--- config.mk ---
export PLATFORM = sky130hd
export DESIGN_NAME = csg_ctrl
export DESIGN_NICKNAME = d
export VERILOG_FILES = /design/src/csg_pkg.sv /design/src/csg_ctrl.sv
export SDC_FILE = /design/constraint.sdc
export NUM_CORES = 1
export LEC_CHECK = 0
export ABC_AREA = 1
export BUFFER_PORTS_ARGS = -buffer_cell sky130_fd_sc_hd__buf_2
export CORE_AREA = 2 2 39 41
export CTS_CLUSTER_DIAMETER = 40
export DETAILED_ROUTE_END_ITERATION = 12
export DIE_AREA = 0 0 41 43
export GPL_ROUTABILITY_DRIVEN = 0
export PLACE_DENSITY_LB_ADDON = 0.25
export SYNTH_ARGS = -nofsm -noshare
export SYNTH_HDL_FRONTEND = slang
export SYNTH_SLANG_ARGS = --single-unit
--- constraint.sdc ---
create_clock -name clk -period 1.1 [get_ports clk]
set_input_delay 0.275 -clock clk [delete_from_list [all_inputs] [get_ports clk]]
set_output_delay 0.275 -clock clk [all_outputs]
set_load 0.01 [all_outputs]
--- src/csg_pkg.sv ---
// Shared widths, register indexes and controller/datapath signal groups.
package csg_pkg;

  localparam int POS_W      = 48;
  localparam int PER_W      = 16;
  localparam int TICK_W     = 32;
  localparam int REM_W      = 33;
  localparam int W_W        = 32;
  localparam int ROM_W      = 31;
  localparam int MAG_SPLIT  = 24;
  localparam int SHIFT_FULL = 30;
  localparam int SHIFT_HALF = 31;
  localparam int CFG_IDX_W  = 2;
  localparam int OUT_TDATA_W = 88;

  localparam logic [CFG_IDX_W-1:0] CFG_AMPLITUDE    = 2'd0;
  localparam logic [CFG_IDX_W-1:0] CFG_PERIOD_TICKS = 2'd1;
  localparam logic [CFG_IDX_W-1:0] CFG_PERIOD_COUNT = 2'd2;

  localparam logic [PER_W-1:0] PERIOD_TICKS_RST = 16'd1000;
  localparam logic [PER_W-1:0] PERIOD_COUNT_RST = 16'd2;

  localparam logic [63:0]    PI_Q30  = 64'd3373259426;
  localparam logic [W_W-1:0] ONE_Q30 = 32'h4000_0000;

  // Commands from the controller to the datapath, one cycle each.
  typedef struct packed {
    logic accept;
    logic prep;
    logic classify;
    logic div_start;
    logic k_set;
    logic fold;
    logic wcalc;
    logic mul_lo;
    logic mul_hi;
    logic load_out;
  } csg_cmd_t;

  // Status from the datapath to the controller.
  typedef struct packed {
    logic in_seg;
    logic div_done;
    logic out_free;
  } csg_sts_t;

endpackage

--- src/csg_ctrl.sv ---
// Controller: steps a tick through setup, two divisions, lookup and scaling, or past them when it is in no segment.
module csg_ctrl (
  input  logic              clk,
  input  logic              rst_n,
  input  logic              in_tvalid,
  output logic              in_tready,
  output csg_pkg::csg_cmd_t cmd,
  input  csg_pkg::csg_sts_t sts
);

  typedef enum logic [3:0] {
    ST_IDLE,
    ST_PREP,
    ST_CLASS,
    ST_MOD_GO,
    ST_MOD_WAIT,
    ST_K_SET,
    ST_K_GO,
    ST_K_WAIT,
    ST_FOLD,
    ST_ROM,
    ST_WCALC,
    ST_MUL_LO,
    ST_MUL_HI,
    ST_FINISH
  } state_t;

  state_t state_r;
  state_t state_nxt;
  logic   in_tready_r;

  always_comb begin
    state_nxt = state_r;
    cmd       = '0;
    case (state_r)
      ST_IDLE: begin
        if (in_tvalid && in_tready_r) begin
          cmd.accept = 1'b1;
          state_nxt  = ST_PREP;
        end
      end
      ST_PREP: begin
        cmd.prep  = 1'b1;
        state_nxt = ST_CLASS;
      end
      ST_CLASS: begin
        cmd.classify = 1'b1;
        state_nxt    = sts.in_seg ? ST_MOD_GO : ST_FINISH;
      end
      ST_MOD_GO: begin
        cmd.div_start = 1'b1;
        state_nxt     = ST_MOD_WAIT;
      end
      ST_MOD_WAIT: begin
        if (sts.div_done) begin
          state_nxt = ST_K_SET;
        end
      end
      ST_K_SET: begin
        cmd.k_set = 1'b1;
        state_nxt = ST_K_GO;
      end
      ST_K_GO: begin
        cmd.div_start = 1'b1;
        state_nxt     = ST_K_WAIT;
      end
      ST_K_WAIT: begin
        if (sts.div_done) begin
          state_nxt = ST_FOLD;
        end
      end
      ST_FOLD: begin
        cmd.fold  = 1'b1;
        state_nxt = ST_ROM;
      end
      ST_ROM: begin
        state_nxt = ST_WCALC;
      end
      ST_WCALC: begin
        cmd.wcalc = 1'b1;
        state_nxt = ST_MUL_LO;
      end
      ST_MUL_LO: begin
        cmd.mul_lo = 1'b1;
        state_nxt  = ST_MUL_HI;
      end
      ST_MUL_HI: begin
        cmd.mul_hi = 1'b1;
        state_nxt  = ST_FINISH;
      end
      ST_FINISH: begin
        if (sts.out_free) begin
          cmd.load_out = 1'b1;
          state_nxt    = ST_IDLE;
        end
      end
      default: begin
        state_nxt = ST_IDLE;
      end
    endcase
  end

  always_ff @(posedge clk) begin
    if (!rst_n) begin
      state_r     <= ST_IDLE;
      in_tready_r <= 1'b0;
    end else begin
      state_r     <= state_nxt;
      in_tready_r <= state_nxt == ST_IDLE;
    end
  end

  assign in_tready = in_tready_r;

endmodule

==> impl_summary.md <==
STA
The clock arrives with 0.00310 ns of skew. Setup repair after global routing could not meet its margin everywhere. The part of the cycle the worst path needs is 122%. The final worst-path setup slack is -0.240 ns. The final sum of negative setup slack is -2.09 ns. The clock period minus final worst setup slack is around 1.3 ns.

The worst hold margin is 0.245 ns. In this run the tightest slew margin relative to its limit is 83.3%. The number of hold-slack violations in the final timing report is 0. At the pin with the least slew margin, the transition time is 0.248 ns. The final number of max-transition violations is 0. The setup violation total in the final timing report is 11. Static timing analysis puts the maximum clock frequency at 746 MHz.

Detailed routing
The highest signal layer in the routed design is met3. The first-pass iteration count of the detailed router is 4. The remaining number of nets flagged by the antenna check after routing is 0. The met1 wire length is just under 500 um. After detailed routing, the met2 layer carries 597 um of wire.

The detailed route wirelength on metal3 is 59 um. In the final routed layout, each cell accounts on average for 9.92 um. Using the TritonRoute via totals, the vias-per-cell ratio works out to 4.56. The post-detailed-route DRC marker count is 0. After the first detailed-routing iteration, the DRC count stood at 11. Across all layers, the routed design uses 524 vias.

The routed wire length is 1.14 mm.

Cells and area
0 antenna diodes ended up in the layout. Leaving out filler cells and counting taps, the final layout contains 115. The total non-filler cell area in the finished layout is approximately 660 sq um. The share of final-layout standard cells stronger than drive strength 1 is 53.5%.

The share of the core filled with cells is 47.9%. The filler cell count is 149. At the end of the flow, the number of nets in the layout was 106.

The relative area change from synthesis to final layout is 62.1%.

Synthesis
During synthesis, Yosys emitted a total of 0 warnings. The number of enable flip-flop cells after synthesis is 0. The most used flip-flop cell after synthesis is dfxtp_1. The proportion of register bits with asynchronous set or reset after synthesis is 0%.

Of the synthesized area, sequential elements account for between 20% and 30%. The most area-hungry cell type in the Yosys netlist is dfxtp_1. The cell with the most instances after synthesis is nand2_1.

Counting instances in the post-synthesis netlist gives the leading cell types as 19 x nand2_1, 14 x inv_1, 12 x nor2_1, 5 x dfxtp_1, 4 x nand3_1. By area the synthesized netlist is led by dfxtp_1 24%, nand2_1 17%, inv_1 13%, nor2_1 11%, nand3_1 4.9%. The synthesized cell area is 409 sq um.

In this run, synthesis produced a sequential element count of 5. The synthesized netlist contains 15 unique library cells. The number of nets produced by synthesis is 81. The synthesized area per cell is 5.46 sq um. The area share of the largest cell type after synthesis is roughly 24%. The gate count of the mapped netlist is 75.

Power
The highest ir drop seen on vdd is 0.990 mV. The power per unit of standard cell area is 1780 mW/mm^2. In this run the static leakage power is roughly 0.39 nW. The overall power of the completed layout is 1.18 mW.

Critical path
The number of buffer and inverter stages on the critical path is 2. In this design, the largest share of critical-path delay is due to flip-flops. The kind of critical path is reg2out. The longest individual stage delay on the worst path is roughly 0.38 ns. Walking the worst path, the cells encountered are inv_4 -> nor2_4 -> nand2_2 -> o21ai_2 -> buf_2. The largest individual stage delay along the critical path comes from the cell dfxtp_4. The type of destination of the critical path is an output pin. The worst setup path is launched from a flop. The endpoint required time on the critical path is 0.82 ns. Data arrives at the worst endpoint at between 1 and 1.5 ns. Of all nets on the critical path, the largest fanout is 6.

Die
The area of the core is 0.00138 sq mm. The initial cell density of the core is 29.6%. The floorplan step defined a die boundary enclosing 0.00176 sq mm. The die extent in y is about 43 um. Pin placement for this block handled 17 I/O pins. The floorplan has 14 rows. The floorplan step set the die width to around 41 um.

Job
Max-cap violations in this run came to 0.

Run status
The final reports fail on negative setup slack. The run finished, with violations left.

Global route
The largest net degree at the start of global routing is 7. The wire length of the first global-routing pass is 1.78 mm. The global route total overflow is 0. Global routing used between 15 and 20% of the available tracks across all layers. The initial antenna violation count is 0. The number of global-route vias before repair was 460.

Clock tree
The CTS tree is built. The number of buffers inserted for hold repair after clock tree synthesis is 0. The number of CTS-inserted buffers is 3. The worst-skew pair later-pin latency is approximately 0.24 ns.

The longest clock path from root to sink contains 2 buffers. Clock-pin slew was measured on the worst setup and hold paths at 0.04 ns. The number of levels in the clock H-tree is 1. The cell at the root of the clock tree is clkbuf_4.

CTS saw 5 sinks.

Place
Prior to clock tree synthesis, the placed netlist has a worst setup slack of -0.0806 ns. The placed instances occupy a cell area of between 500 and 600 sq um. The half-perimeter wire length after placement is a little under 900 um. The number of buffers added on ports is 16. The number of placed instances, taps included, is 109.

Hold path
In this run the worst hold path is classified as in2reg.
## routing by layer
layer	up-vias	track usage, %
met1	231	17.2
li1	277	-
met3	0	4.71
met5	-	0
met4	0	6.00
met2	16	25.0
## worst reg2reg max path, stage by stage (launching register included)
cell and delay [ns]:
dfxtp_4 0.41, inv_4 0.06, nand2_4 0.09, nor2_1 0.05
nand2_1 0.06, nand2_2 0.06, nor2_2 0.12, nand2_1 0.07
nor3_2 0.16
## placed cells by master, fill, tap and decap left out, types with 2 or more instances in the layout
master     n
nor3_2     2
nor2_2     5
nor2_4     3
buf_4      2
nand3_1    4
inv_2      3
a21oi_1    3
dfxtp_4    4
clkbuf_4   3
inv_4      4
buf_2     15
nand2_1   14
nand2_4    2
inv_1     10
nor2_1     7
nand2_2    6
buf_6      3
## state kept, by name, summed over array words and instances, names as in the netlist
signal and count:
in_tready 1, state_r 4
## layout make-up
cell class | count | area (sq um) | area share, %
multi-input cells | 53 | 304 | 45.8
repair buffers | 20 | 124 | 18.7
flip-flops and latches | 5 | 115 | 17.4
inverters | 17 | 73.8 | 11.1
clock buffers | 4 | 26.3 | 3.96
well taps | 16 | 20.0 | 3.02
## cells by family (layout without fill, tap and decap cells)
kind of cell           count (synthesis)  in the layout  share of synthesized area [%]
DFF                                    5              5                           24.5
AOI/OAI and AO/OA                      7              7                           9.17
buffers and inverters                 17             41                           15.6
and+or+nand+nor                       46             46                           50.8
## where the power goes
part	switching (mW)	internal, mW	total [mW]
sequential	0.0949	0.250	0.345
combinational	0.343	0.285	0.628
clock	0.0735	0.137	0.211
## final timing paths
check             startpoint         end  slack, ns  cells past startpoint
setup / recovery  state_r[2]      cmd[6]      -0.24                      5
hold / removal         rst_n  state_r[1]       0.25                      3
setup reg to reg  state_r[1]   in_tready      -0.05                      8
hold reg to reg   state_r[2]  state_r[0]       0.72                      3
## repair_timing
action | CTS | global route
pin swaps | 2 | 5
hold endpoints to repair | 0 | 0
buffers inserted | 2 | 0
resized for setup | 32 | 5
endpoints found under the setup margin | 13 | 15
No activity file was read; power rests on OpenSTA's default activity.
